===== src/hw/rtl/ifmt_pkg.sv =====
// Shared types, character codes and conversion codes for the integer field formatter.
// No dependencies; every other file of the block imports this package.
package ifmt_pkg;

  // Most digits of a 64-bit value in any supported radix (octal needs 22).
  localparam int DIGITS_MAX  = 22;
  localparam int ND_W        = $clog2(DIGITS_MAX + 1);
  localparam int QUEUE_DEPTH = 2;

  // Conversion kinds as they arrive on the request.
  localparam logic [2:0] KIND_SDEC = 3'd0;
  localparam logic [2:0] KIND_UDEC = 3'd1;
  localparam logic [2:0] KIND_OCT  = 3'd2;
  localparam logic [2:0] KIND_HEXL = 3'd3;
  localparam logic [2:0] KIND_HEXU = 3'd4;
  localparam logic [2:0] KIND_PTR  = 3'd5;

  localparam logic [7:0] CHAR_ZERO     = 8'd48;
  localparam logic [7:0] CHAR_SPACE    = 8'd32;
  localparam logic [7:0] CHAR_PLUS     = 8'd43;
  localparam logic [7:0] CHAR_MINUS    = 8'd45;
  localparam logic [7:0] CHAR_LOWER_X  = 8'd120;
  localparam logic [7:0] CHAR_UPPER_X  = 8'd88;
  localparam logic [7:0] HEX_LOWER_OFS = 8'd87;
  localparam logic [7:0] HEX_UPPER_OFS = 8'd55;

  typedef struct packed {
    logic [2:0]  kind;
    logic [63:0] value_bits;
    logic        is_long;
    logic [5:0]  field_width;
    logic        left_justify;
    logic        force_plus;
    logic        space_sign;
    logic        zero_pad;
    logic        alt_prefix;
  } in_item_t;

  typedef struct packed {
    logic [7:0] out_char;
    logic       last_char;
  } out_item_t;

  // One converted field, ready to be spelled out character by character.
  typedef struct packed {
    logic [DIGITS_MAX-1:0][3:0] digits;   // least significant digit at index 0
    logic [ND_W-1:0]            nd;
    logic                       has_sign;
    logic [7:0]                 sign_char;
    logic [1:0]                 npre;
    logic [7:0]                 pfx_last; // final prefix character
    logic                       upper;
    logic [5:0]                 width;    // already saturated
    logic                       left;
    logic                       zpad;
  } field_desc_t;

  typedef enum logic [1:0] {F_IDLE, F_CONV, F_PUSH} front_state_t;

  typedef enum logic [2:0] {
    B_IDLE, B_LPAD, B_SIGN, B_PREFIX, B_ZPAD, B_DIGIT, B_RPAD
  } back_state_t;

  function automatic logic [7:0] digit_char(input logic [3:0] d, input logic upper);
    logic [7:0] ofs;
    ofs = upper ? HEX_UPPER_OFS : HEX_LOWER_OFS;
    return (d <= 4'd9) ? (CHAR_ZERO + {4'd0, d}) : (ofs + {4'd0, d});
  endfunction

endpackage


===== src/hw/rtl/ifmt_front.sv =====
// Front end: accepts requests, classifies them and converts the value to digits.
// Depends on ifmt_pkg. Decimal goes through a shift-and-add-3 loop, one bit per cycle.
module ifmt_front #(
  parameter int MAX_WIDTH  = 63,
  parameter int VALUE_BITS = 64
) (
  input  logic                      clk,
  input  logic                      rst,
  input  logic                      push,
  output logic                      full,
  input  ifmt_pkg::in_item_t        request,
  output logic                      q_push,
  input  logic                      q_full,
  output ifmt_pkg::field_desc_t     q_desc
);
  import ifmt_pkg::*;

  localparam int CNT_W = $clog2(VALUE_BITS + 1);
  localparam int EXT_W = 4 * DIGITS_MAX;
  localparam logic [VALUE_BITS-1:0] LOW32 = VALUE_BITS'(64'h0000_0000_FFFF_FFFF);
  localparam logic [5:0] WIDTH_CAP = 6'(MAX_WIDTH);

  front_state_t state, state_next;
  field_desc_t  pend;
  logic [VALUE_BITS-1:0] shifter;
  logic [CNT_W-1:0]      count;

  logic                  take, kind_ok, is_dec, is_oct, is_hex, wide, neg, is_zero;
  logic [VALUE_BITS-1:0] vb, msk, mag, mag_abs;
  logic [EXT_W-1:0]      ext;
  field_desc_t           load;
  logic [DIGITS_MAX-1:0][3:0] adj, dd_next;
  logic [ND_W-1:0]       nd;

  assign take = push && (state == F_IDLE);

  // Classify the request.
  always_comb begin
    kind_ok = 1'b1;
    is_dec  = 1'b0;
    is_oct  = 1'b0;
    is_hex  = 1'b0;
    unique case (request.kind) inside
      KIND_SDEC, KIND_UDEC:           is_dec = 1'b1;
      KIND_OCT:                       is_oct = 1'b1;
      KIND_HEXL, KIND_HEXU, KIND_PTR: is_hex = 1'b1;
      default:                        kind_ok = 1'b0;
    endcase
  end

  always_comb begin
    wide    = (request.kind == KIND_PTR) || request.is_long;
    vb      = request.value_bits[VALUE_BITS-1:0];
    msk     = wide ? {VALUE_BITS{1'b1}} : LOW32;
    mag     = vb & msk;
    neg     = (request.kind == KIND_SDEC) && (wide ? vb[VALUE_BITS-1] : vb[31]);
    mag_abs = neg ? ((~mag + 1'b1) & msk) : mag;
    is_zero = (mag == '0);
    ext     = EXT_W'(mag_abs);

    load = '0;
    for (int i = 0; i < DIGITS_MAX; i++) begin
      if (is_hex)      load.digits[i] = ext[4*i +: 4];
      else if (is_oct) load.digits[i] = {1'b0, ext[3*i +: 3]};
    end
    load.nd        = ND_W'(1);
    load.has_sign  = neg || ((request.kind == KIND_SDEC) &&
                             (request.force_plus || request.space_sign));
    load.sign_char = neg ? CHAR_MINUS : (request.force_plus ? CHAR_PLUS : CHAR_SPACE);
    if (request.kind == KIND_PTR)
      load.npre = 2'd2;
    else if (is_hex && request.alt_prefix && !is_zero)
      load.npre = 2'd2;
    else if (is_oct && request.alt_prefix && !is_zero)
      load.npre = 2'd1;
    else
      load.npre = 2'd0;
    load.pfx_last = is_oct ? CHAR_ZERO :
                    ((request.kind == KIND_HEXU) ? CHAR_UPPER_X : CHAR_LOWER_X);
    load.upper    = (request.kind == KIND_HEXU);
    load.width    = (request.field_width > WIDTH_CAP) ? WIDTH_CAP : request.field_width;
    load.left     = request.left_justify;
    load.zpad     = request.zero_pad;
  end

  // One double-dabble step: correct each BCD digit, then shift in the next bit.
  always_comb begin
    for (int i = 0; i < DIGITS_MAX; i++)
      adj[i] = (pend.digits[i] >= 4'd5) ? (pend.digits[i] + 4'd3) : pend.digits[i];
    dd_next[0] = {adj[0][2:0], shifter[VALUE_BITS-1]};
    for (int i = 1; i < DIGITS_MAX; i++)
      dd_next[i] = {adj[i][2:0], adj[i-1][3]};
  end

  // Digit count: highest nonzero digit, at least one.
  always_comb begin
    nd = ND_W'(1);
    for (int i = 0; i < DIGITS_MAX; i++)
      if (pend.digits[i] != 4'd0) nd = ND_W'(i + 1);
  end

  always_comb begin
    state_next = state;
    unique case (state)
      F_IDLE: begin
        if (push && kind_ok) state_next = is_dec ? F_CONV : F_PUSH;
      end
      F_CONV: begin
        if (count == CNT_W'(1)) state_next = F_PUSH;
      end
      F_PUSH: begin
        if (!q_full) state_next = F_IDLE;
      end
      default: state_next = F_IDLE;
    endcase
  end

  always_comb begin
    full      = (state != F_IDLE);
    q_push    = (state == F_PUSH);
    q_desc    = pend;
    q_desc.nd = nd;
  end

  always_ff @(posedge clk) begin
    if (rst) begin
      state <= F_IDLE;
      count <= '0;
    end else begin
      state <= state_next;
      if (take) begin
        count <= wide ? CNT_W'(VALUE_BITS) : CNT_W'(32);
      end else if (state == F_CONV) begin
        count <= count - 1'b1;
      end
    end
  end

  always_ff @(posedge clk) begin
    if (take) begin
      pend    <= load;
      shifter <= wide ? mag_abs : (mag_abs << (VALUE_BITS - 32));
    end else if (state == F_CONV) begin
      pend.digits <= dd_next;
      shifter     <= shifter << 1;
    end
  end

  a_conv_count: assert property (@(posedge clk) disable iff (rst)
    (state == F_CONV) |-> (count != '0))
    else $error("conversion running with no bits left");

endmodule


===== src/hw/rtl/ifmt_queue.sv =====
// Two-entry queue of converted fields between front and back end.
// Depends on ifmt_pkg for the field descriptor type.
module ifmt_queue (
  input  logic                  clk,
  input  logic                  rst,
  input  logic                  wr,
  output logic                  full,
  input  ifmt_pkg::field_desc_t wr_desc,
  output logic                  valid,
  input  logic                  rd,
  output ifmt_pkg::field_desc_t rd_desc
);
  import ifmt_pkg::*;

  localparam int PTR_W = (QUEUE_DEPTH > 1) ? $clog2(QUEUE_DEPTH) : 1;
  localparam int CNT_W = $clog2(QUEUE_DEPTH + 1);

  field_desc_t      entries [QUEUE_DEPTH];
  logic [PTR_W-1:0] wr_ptr, rd_ptr;
  logic [CNT_W-1:0] count;
  logic             do_wr, do_rd;

  assign full    = (count == CNT_W'(QUEUE_DEPTH));
  assign valid   = (count != '0);
  assign do_wr   = wr && !full;
  assign do_rd   = rd && valid;
  assign rd_desc = entries[rd_ptr];

  always_ff @(posedge clk) begin
    if (rst) begin
      wr_ptr <= '0;
      rd_ptr <= '0;
      count  <= '0;
    end else begin
      if (do_wr)
        wr_ptr <= (wr_ptr == PTR_W'(QUEUE_DEPTH - 1)) ? '0 : wr_ptr + 1'b1;
      if (do_rd)
        rd_ptr <= (rd_ptr == PTR_W'(QUEUE_DEPTH - 1)) ? '0 : rd_ptr + 1'b1;
      if (do_wr && !do_rd)      count <= count + 1'b1;
      else if (do_rd && !do_wr) count <= count - 1'b1;
    end
  end

  always_ff @(posedge clk) begin
    if (do_wr) entries[wr_ptr] <= wr_desc;
  end

  a_count_range: assert property (@(posedge clk) disable iff (rst)
    count <= CNT_W'(QUEUE_DEPTH))
    else $error("queue occupancy beyond depth");

endmodule


===== src/hw/rtl/ifmt_back.sv =====
// Back end: spells one converted field out as characters into an output register.
// Depends on ifmt_pkg. Phases run pad, sign, prefix, zero pad, digits, right pad.
module ifmt_back (
  input  logic                  clk,
  input  logic                  rst,
  input  logic                  q_valid,
  input  ifmt_pkg::field_desc_t q_desc,
  output logic                  q_pop,
  output logic                  empty,
  input  logic                  pop,
  output ifmt_pkg::out_item_t   result
);
  import ifmt_pkg::*;

  back_state_t state, state_next, nxt_phase;
  field_desc_t cur, sel;
  logic [5:0]  pad, pad_load, sel_pad, len_load, cnt, cnt_next, nxt_len;
  logic        out_valid, advance, emit, last;
  logic [7:0]  ch;
  logic [6:0]  mask;
  logic [6:0][5:0] lens;
  logic        found;
  logic [ND_W-1:0] didx;

  assign advance = !out_valid || pop;
  assign empty   = !out_valid;

  always_comb begin
    len_load = 6'(q_desc.has_sign) + 6'(q_desc.npre) + 6'(q_desc.nd);
    pad_load = (q_desc.width > len_load) ? (q_desc.width - len_load) : 6'd0;
    sel      = (state == B_IDLE) ? q_desc : cur;
    sel_pad  = (state == B_IDLE) ? pad_load : pad;
  end

  // Length of each phase and the first nonempty phase after the current one.
  always_comb begin
    lens[B_IDLE]   = 6'd0;
    lens[B_LPAD]   = (!sel.left && !sel.zpad) ? sel_pad : 6'd0;
    lens[B_SIGN]   = 6'(sel.has_sign);
    lens[B_PREFIX] = 6'(sel.npre);
    lens[B_ZPAD]   = (!sel.left && sel.zpad) ? sel_pad : 6'd0;
    lens[B_DIGIT]  = 6'(sel.nd);
    lens[B_RPAD]   = sel.left ? sel_pad : 6'd0;
    for (int k = 0; k < 7; k++) mask[k] = (lens[k] != 6'd0);

    nxt_phase = B_IDLE;
    nxt_len   = 6'd0;
    found     = 1'b0;
    for (int k = 1; k < 7; k++) begin
      if (!found && (3'(k) > 3'(state)) && mask[k]) begin
        found     = 1'b1;
        nxt_phase = back_state_t'(3'(k));
        nxt_len   = lens[k];
      end
    end
  end

  always_comb begin
    state_next = state;
    cnt_next   = cnt;
    unique case (state) inside
      B_IDLE: begin
        if (q_valid) begin
          state_next = nxt_phase;
          cnt_next   = nxt_len;
        end
      end
      B_LPAD, B_SIGN, B_PREFIX, B_ZPAD, B_DIGIT, B_RPAD: begin
        if (advance) begin
          if (cnt == 6'd1) begin
            state_next = nxt_phase;
            cnt_next   = nxt_len;
          end else begin
            cnt_next = cnt - 6'd1;
          end
        end
      end
      default: state_next = B_IDLE;
    endcase
  end

  always_comb begin
    q_pop = (state == B_IDLE) && q_valid;
    emit  = (state != B_IDLE) && advance;
    last  = (cnt == 6'd1) && (nxt_phase == B_IDLE);
    didx  = cnt[ND_W-1:0] - 1'b1;
    unique case (state)
      B_SIGN:   ch = cur.sign_char;
      B_PREFIX: ch = (cnt == 6'd2) ? CHAR_ZERO : cur.pfx_last;
      B_ZPAD:   ch = CHAR_ZERO;
      B_DIGIT:  ch = digit_char(cur.digits[didx], cur.upper);
      default:  ch = CHAR_SPACE;
    endcase
  end

  always_ff @(posedge clk) begin
    if (rst) begin
      state     <= B_IDLE;
      cnt       <= '0;
      out_valid <= 1'b0;
    end else begin
      state <= state_next;
      cnt   <= cnt_next;
      if (advance) out_valid <= emit;
    end
  end

  always_ff @(posedge clk) begin
    if (q_pop) begin
      cur <= q_desc;
      pad <= pad_load;
    end
    if (emit) begin
      result.out_char  <= ch;
      result.last_char <= last;
    end
  end

  a_cnt_live: assert property (@(posedge clk) disable iff (rst)
    (state != B_IDLE) |-> (cnt != 6'd0))
    else $error("emitting phase with empty count");

  a_load_starts: assert property (@(posedge clk) disable iff (rst)
    q_pop |=> (state != B_IDLE))
    else $error("field loaded but no phase started");

endmodule


===== src/hw/rtl/integer_field_formatter.sv =====
// Top level of the integer field formatter: printf-style integer text, one char per result.
// Depends on ifmt_pkg, ifmt_front, ifmt_queue and ifmt_back.
//
//   channel   handshake        payload                 direction
//   request   push / full      ifmt_pkg::in_item_t     in
//   result    empty / pop      ifmt_pkg::out_item_t    out
//
// Flow: a decimal request holds the front for one BCD conversion step per bit (32-bit
//   or long value); octal, hex and pointer requests skip that loop, and an unknown kind
//   is dropped. The back loads a field, then emits one character per cycle while
//   results are popped, up to 63; a two-entry queue lets the next conversion overlap.
// Reset (rst, synchronous) empties the queue and returns both ends to idle.
// Stalls: a held result stays in the output register; the front converts until the queue fills.
module integer_field_formatter #(
  parameter int MAX_WIDTH  = 63,
  parameter int VALUE_BITS = 64
) (
  input  logic                clk,
  input  logic                rst,
  input  logic                push,
  output logic                full,
  input  ifmt_pkg::in_item_t  request,
  output logic                empty,
  input  logic                pop,
  output ifmt_pkg::out_item_t result
);
  import ifmt_pkg::*;

  logic        q_push, q_full, q_valid, q_pop;
  field_desc_t q_wr_desc, q_rd_desc;

  // Accept and convert requests.
  ifmt_front #(
    .MAX_WIDTH (MAX_WIDTH),
    .VALUE_BITS(VALUE_BITS)
  ) u_front (
    .clk    (clk),
    .rst    (rst),
    .push   (push),
    .full   (full),
    .request(request),
    .q_push (q_push),
    .q_full (q_full),
    .q_desc (q_wr_desc)
  );

  // Hold converted fields until the back end is free.
  ifmt_queue u_queue (
    .clk    (clk),
    .rst    (rst),
    .wr     (q_push),
    .full   (q_full),
    .wr_desc(q_wr_desc),
    .valid  (q_valid),
    .rd     (q_pop),
    .rd_desc(q_rd_desc)
  );

  // Spell fields out, one transfer per character.
  ifmt_back u_back (
    .clk    (clk),
    .rst    (rst),
    .q_valid(q_valid),
    .q_desc (q_rd_desc),
    .q_pop  (q_pop),
    .empty  (empty),
    .pop    (pop),
    .result (result)
  );

endmodule


===== config.mk =====
export PLATFORM = sky130hd
export DESIGN_NAME = integer_field_formatter
export DESIGN_NICKNAME = d
export VERILOG_FILES = /design/src/hw/rtl/ifmt_pkg.sv /design/src/hw/rtl/ifmt_front.sv /design/src/hw/rtl/ifmt_queue.sv /design/src/hw/rtl/ifmt_back.sv /design/src/hw/rtl/integer_field_formatter.sv
export SDC_FILE = /design/constraint.sdc
export NUM_CORES = 1
export LEC_CHECK = 0
export BUFFER_PORTS_ARGS = -buffer_cell sky130_fd_sc_hd__buf_2
export CORE_ASPECT_RATIO = 0.6
export CORE_MARGIN = 4
export CORE_UTILIZATION = 43
export CTS_BUF_LIST = sky130_fd_sc_hd__clkbuf_16
export DETAILED_ROUTE_END_ITERATION = 10
export PLACE_DENSITY_LB_ADDON = 0.12
export SYNTH_ARGS = -nofsm -noshare
export SYNTH_HDL_FRONTEND = slang
export SYNTH_SLANG_ARGS = --single-unit
export TNS_END_PERCENT = 50

===== constraint.sdc =====
create_clock -name clk -period 7.35 [get_ports clk]
set_input_delay 1.47 -clock clk [delete_from_list [all_inputs] [get_ports clk]]
set_output_delay 1.47 -clock clk [all_outputs]
set_load 0.01 [all_outputs]

==> impl_metrics.tcl, run 1 <==
set metrics [dict create \
    cp.arrival_ns 6.08 \
    synth_area_um2 25850 \
    ant_nets 0 \
    fmax_mhz 179.5 \
    areaGrowthSynthToFinish_pct 11.57 \
    port_buffers 92 \
    critPathBufInv 0 \
    fin_crit_ns 5.571 \
    antenna_found_initial 3 \
    max_stage_delay_ns 0.79 \
    hpwl_mm 50.57 \
    synth_edf_count 507 \
    finalHoldViolCount 0 \
    status "completed" \
    fp.coreArea_um2 59310 \
    fin_hold_ws_ns 0.4472 \
    power_w 0.01016 \
    rows 69 \
    cts_tree "yes" \
    die_x_um 324.6 \
    place_ws_ns 1.767 \
    ys_seq_elements 531 \
    drc 0 \
    drtPass1Iterations 5 \
    min_path_type "flop to flop" \
    cts_sinks 531 \
    slew_violations 0 \
    setup_ws_ns 1.779 \
    tightest_slew_ns 1.234 \
    crit_type "flop to flop" \
    clk_latency_ns 0.59 \
    vias 17553 \
    gr-total-overflow 0 \
    crit_chain "mux2_2 > ha_1 > ha_1 > ha_1 > a21o_1 > a21oi_1 > or3_1 > ha_1 > and3_1 > a221oi_1 > o21ai_0 > a22oi_1 > a31oi_2 > a211oi_1 > o32ai_1 > a21oi_1" \
    power_density_nw_per_um2 352.2 \
    worstPathMaxFanout 48 \
    timing.setup.tns_ns 0 \
    gp_congestion 0.8672 \
    grt_pass1_vias 16228 \
    crit_family "compound AO/OA/AOI/OAI gates" \
    cts-htree-levels 2 \
    via_per_inst 5.908 \
    cts_buffers 51 \
    initial_utilization_pct 43.59 \
    routed_wl_mm 71.80 \
    num_io_pins 94 \
    rsz0062_at_grt "no" \
    irDropWorstVdd_mv 0.1749 \
    fp.dieArea_um2 64240 \
    drt_iter0_drc 2027 \
    end_kind "flop" \
    postSynth.asyncResetShare_pct 0 \
    postCtsHoldBufs 0 \
    ys.flop_type "edfxtp_1" \
    setup_viol 0 \
    layout.nets 2292 \
    synth.avg_cell_area_um2 12.50 \
    critPathLaunchType "flop" \
    avgRoutedWirePerCell_um 24.17 \
    postCtsSetupRepairBufs 0 \
    slowest_stage "dfxtp_4" \
    ys_seq_area_share_pct 60.75 \
    clock_path_buffers 3 \
    drv_cap 0 \
    mostFrequentLayoutCells "edfxtp_1 (507), nand2_1 (186), nor2_1 (149)" \
    grt_max_degree 96 \
    ys_warn_count 0 \
    crit_path_frequent_cell "ha_1" \
    synthCells 2069 \
    cts_root_buf "clkbuf_16" \
    yosysUniqueCellTypes 84 \
    post-route-period-util_pct 75.80 \
    grt_pass1_wl_mm 105.6 \
    fin_skew_ns 0.02002 \
    synth.net_count 2219 \
    cts_resized 0 \
    grt_use_total_pct 21.82 \
    max-slew-margin-rel_pct 17.56 \
    final_common_cell "edfxtp_1" \
    worstPathRequired_ns 7.86 \
    layout-drive-gt1-share_pct 16.38 \
    die_h_um 197.9 \
    p_leak_nw 9.909 \
    cts.clk_slew.worst_paths_ns 0.07 \
]
synth_stat cells, drive strengths merged (24+ instances only):
library cell,count,area share (%)
ha,65,3.1
xnor2,54,1.9
dfxtp,24,1.9
xor2,51,1.7
inv,77,1.1
nor3b,36,1.0
a21oi,139,2.7
o21ai,142,2.7
nand2b,44,1.1
clkbuf,75,1.1
mux4,24,2.1
nor2,150,2.2
nand2,187,2.7
edfxtp,507,59
nor3,32,0.64
o221ai,39,1.3
mux2,109,4.7
o22ai,30,0.73
cell families (layout without fill, tap and decap cells):
family | after synthesis | after routing | synth area share [%]
compound gates | 479 | 479 | 11.63
xor+xnor | 105 | 105 | 3.586
fa+ha+maj | 67 | 67 | 3.301
buf+inv | 167 | 283 | 2.459
flops | 531 | 531 | 60.75
mux | 150 | 150 | 7.496
other cells | 1 | 6 | 0.01450
simple gates | 569 | 569 | 10.77
where the power goes:
part | internal (W) | switching (W)
clock network | 0.00154 | 0.00117
logic | 0.00113 | 0.00184
registers | 0.00407 | 0.000412
per-stage QoR:
step                      instances  instance area [um2]  util [%]
final                          2971                28840     48.63
after global routing           2967                28830     48.62
after CTS                      2966                28830     48.61
after detailed placement       2870                27130     45.74
after global placement         2870                27130     45.74
after floorplan                2069                25850         -
worst paths after layout:
path                      startpoint                     end  slack, ns  cells past startpoint
setup / recovery                flop           u_back.cnt[3]       1.78                     16
hold / removal    u_front.q_desc[14]  u_queue.entries[0][14]       0.45                      0
setup reg to reg                flop           u_back.cnt[3]       1.78                     16
hold reg to reg   u_front.q_desc[14]  u_queue.entries[0][14]       0.45                      0
flip-flops by register name (all words and copies together), names as in the netlist, named ones only:
signal	cells
u_back.cnt	6
u_back.cur	104
u_back.out_valid	1
u_back.pad	6
u_back.result	8
u_back.state	3
u_front.count	7
u_front.q_desc	105
u_front.shifter	64
u_front.state	2
u_queue.count	2
u_queue.entries	220
u_queue.rd_ptr	1
u_queue.wr_ptr	1
layout make-up:
| class | instances | area, um2 |
|---|---|---|
| Antenna cell | 5 | 12.51 |
| Clock buffer | 52 | 1301 |
| Clock inverter | 44 | 404.1 |
| Fill cell | 5238 | 30470 |
| Inverter | 77 | 297.8 |
| Multi-Input combinational cell | 1371 | 9533 |
| Sequential cell | 531 | 15710 |
| Tap cell | 781 | 977.2 |
| Timing Repair Buffer | 110 | 608.1 |
worst register-to-register path: stages, from the launching register on:
cell	delay (ns)
dfxtp_4	0.79
mux2_2	0.45
ha_1	0.21
ha_1	0.29
ha_1	0.28
a21o_1	0.10
a21oi_1	0.09
or3_1	0.32
ha_1	0.39
and3_1	0.24
a221oi_1	0.59
o21ai_0	0.24
a22oi_1	0.30
a31oi_2	0.29
a211oi_1	0.59
o32ai_1	0.17
a21oi_1	0.17
metal layers:
metal  share of wire, %  global-route usage, %  up-vias
met3                 10                  4.903       70
met4                1.1                  3.232        2
met2                 37                  27.52      781
met5              0.018                      0        -
met1                 52                  37.56     8707
li1                   -                      -     7993
Power figures use the tool's default switching activity.
==> run 2, diff against run 1 <==
--- a/config.mk
+++ b/config.mk
@@ -5,6 +5,7 @@
 export SDC_FILE = /design/constraint.sdc
 export NUM_CORES = 1
 export LEC_CHECK = 0
+export ABC_AREA = 1
 export BUFFER_PORTS_ARGS = -buffer_cell sky130_fd_sc_hd__buf_2
 export CORE_ASPECT_RATIO = 0.6
 export CORE_MARGIN = 4
==> constraint.sdc (replaced) <==
create_clock -name clk -period 4.8 [get_ports clk]
set_input_delay 0.96 -clock clk [delete_from_list [all_inputs] [get_ports clk]]
set_output_delay 0.96 -clock clk [all_outputs]
set_load 0.01 [all_outputs]
==> run 2 against run 1 <==
- clock skew barely moved
- register-to-register slack got worse by 1.5 ns
- critical path type unchanged
- die area rose by 3.5%
==> impl_metrics.tcl, run 2 <==
set metrics [dict create \
    ys.flop_type "edfxtp_1" \
    clk_latency_ns 0.61 \
    cts_root_buf "clkbuf_16" \
    met3_length_mm 8.525 \
    place_ws_ns 0.1693 \
    vias 19540 \
    via_per_inst 5.559 \
    port_buffers 92 \
    synthCells 2544 \
    finalHoldViolCount 0 \
    hpwl_mm 58.17 \
    grt_pass1_wl_mm 118.4 \
    fp.dieArea_um2 66470 \
    cp.arrival_ns 5.03 \
    synth_top_family_by_area "simple AND/OR/NAND/NOR gates" \
    die_x_um 330.2 \
    antenna_found_initial 10 \
    synth_area_um2 26780 \
    power_density_nw_per_um2 628.7 \
    yosysUniqueCellTypes 65 \
    worstPathMaxFanout 8 \
    crit_type "flop to flop" \
    largest_reg_flops 220 \
    synth-compound-area-share_pct 12.40 \
    drc 0 \
    grt_use_total_pct 23.83 \
    timing.setup.tns_ns 0 \
    synth_mux_area_share_pct 4.555 \
    p_leak_nw 11.39 \
    setup_viol 0 \
    rows 70 \
    power_w 0.01882 \
    max_stage_delay_ns 0.43 \
    cts-htree-levels 2 \
    status "completed" \
    die_h_um 201.3 \
    gp_congestion 0.9047 \
    cts_tree "yes" \
    areaGrowthSynthToFinish_pct 11.81 \
    grt_pass1_vias 18136 \
    synth_top_area_share_pct 56.85 \
    drt-met1-wl_mm 42.66 \
    crit_path_frequent_cell "nand2_1" \
    synth.area.top_cells "edfxtp_1 (57%), nand2_1 (4.9%), mux2_2 (4.3%), inv_1 (4.1%), o21ai_0 (4.0%)" \
    drtPass1Iterations 6 \
    slew_violations 0 \
    num_io_pins 94 \
    max-slew-margin-rel_pct 23.45 \
    layout.nets 2793 \
    min_path_type "flop to flop" \
    fin_hold_ws_ns 0.4442 \
    cts.clk_slew.worst_paths_ns 0.06 \
    fin_crit_ns 4.552 \
    end_kind "flop" \
    tightest_slew_ns 1.136 \
    avgRoutedWirePerCell_um 22.78 \
    fp.coreArea_um2 61310 \
    yosys.area.top_type "edfxtp_1" \
    wl_met2_mm 28.00 \
    fin_skew_ns 0.02047 \
    post-route-util_pct 48.84 \
    yosys.area_share.adder_pct 3.186 \
    ant_nets 0 \
    cts_buffers 52 \
    highest_layer "met4" \
    critPathLaunchType "flop" \
    initial_utilization_pct 43.68 \
    drt_iter0_drc 2350 \
    cts_sinks 531 \
    gr-total-overflow 0 \
    ys_seq_area_share_pct 58.65 \
    synth_edf_count 507 \
    mostFrequentLayoutCells "edfxtp_1 (507), nand2_1 (346), inv_1 (305)" \
    slowest_stage "fa_1" \
    worstPathRequired_ns 5.28 \
    synthSimpleGateAreaFrac_pct 13.41 \
    synth.avg_cell_area_um2 10.53 \
    synth.net_count 2694 \
    synth_most_common_cell "edfxtp_1" \
    setup_ws_ns 0.2482 \
    grt_max_degree 78 \
    post-route-period-util_pct 94.83 \
    fmax_mhz 219.7 \
    routed_wl_mm 80.08 \
    postCtsHoldBufs 0 \
    ys_warn_count 0 \
    postSynth.asyncResetShare_pct 0 \
    synth_common_cells "edfxtp_1 (507), nand2_1 (350), inv_1 (296)" \
    irDropWorstVdd_mv 0.3284 \
    drv_cap 0 \
    layout-drive-gt1-share_pct 15.05 \
    synth_xor_area_share_pct 1.892 \
    ys_seq_elements 531 \
    final_common_cell "edfxtp_1" \
    top_register "u_queue.entries" \
    clock_path_buffers 3 \
]
[run 2: worst paths after layout]
path	from	to	slack, ns	cells past startpoint
max	flop	u_back.cnt[1]	0.25	28
min reg2reg	u_front.q_desc[20]	u_queue.entries[0][19]	0.44	0
min	u_front.q_desc[20]	u_queue.entries[0][19]	0.44	0
max reg2reg	flop	u_back.cnt[1]	0.25	28
[run 2: logic make-up after synthesis]
group	Yosys count
AND/OR/NAND/NOR	813
AO/OA/AOI/OAI	563
flip-flops	531
buffers and inverters	403
multiplexers	109
adder cells (fa/ha/maj)	67
XOR/XNOR	57
other	1
[run 2: timing repair]
item | 4_1_cts | 5_1_grt
setup endpoints to repair | 0 | 9
gates resized for setup | 0 | 9
setup buffers | 0 | 9
hold endpoints to repair | 0 | 0
[run 2: per-layer routing]
layer  vias to the layer above  GRT usage, %
li1                       9193             -
met1                      9514         42.03
met2                       774         27.79
met3                        59         6.717
met4                         0         3.718
met5                         -             0
[run 2: power by group]
group / switching [W] / leakage [nW] / internal [W] / total (W)
registers: 0.000844 / 4.96 / 0.00681 / 0.00765
logic: 0.00488 / 5.60 / 0.00239 / 0.00727
clock network: 0.00182 / 0.823 / 0.00209 / 0.00391
total: 0.00754 / 11.4 / 0.0113 / 0.0188
[run 2: area by class of cell]
type                       instances  area, um2
clock inverter                    44      284.0
tap                              828       1036
timing repair buffer             143      890.9
sequential                       531      15710
inverter                         305       1150
antenna                            2      5.005
fill                            5618      31370
clock buffer                      52       1301
multi-input combinational       1610       9567
[run 2: per-stage QoR]
step	area, um2	std cells
floorplan	26790	2544
global placement	28250	3408
detailed placement	28250	3408
CTS	29840	3504
global route	29940	3513
finish	29940	3515
[run 2: worst max-delay path, delay by kind of cell, from the launching register on]
kind	cells	cell delay (ns)
buf+inv	3	0.26
simple gates	17	1.94
compound gates	2	0.14
flops	1	0.39
mux	1	0.25
fa+ha+maj	4	1.30
xor+xnor	1	0.15
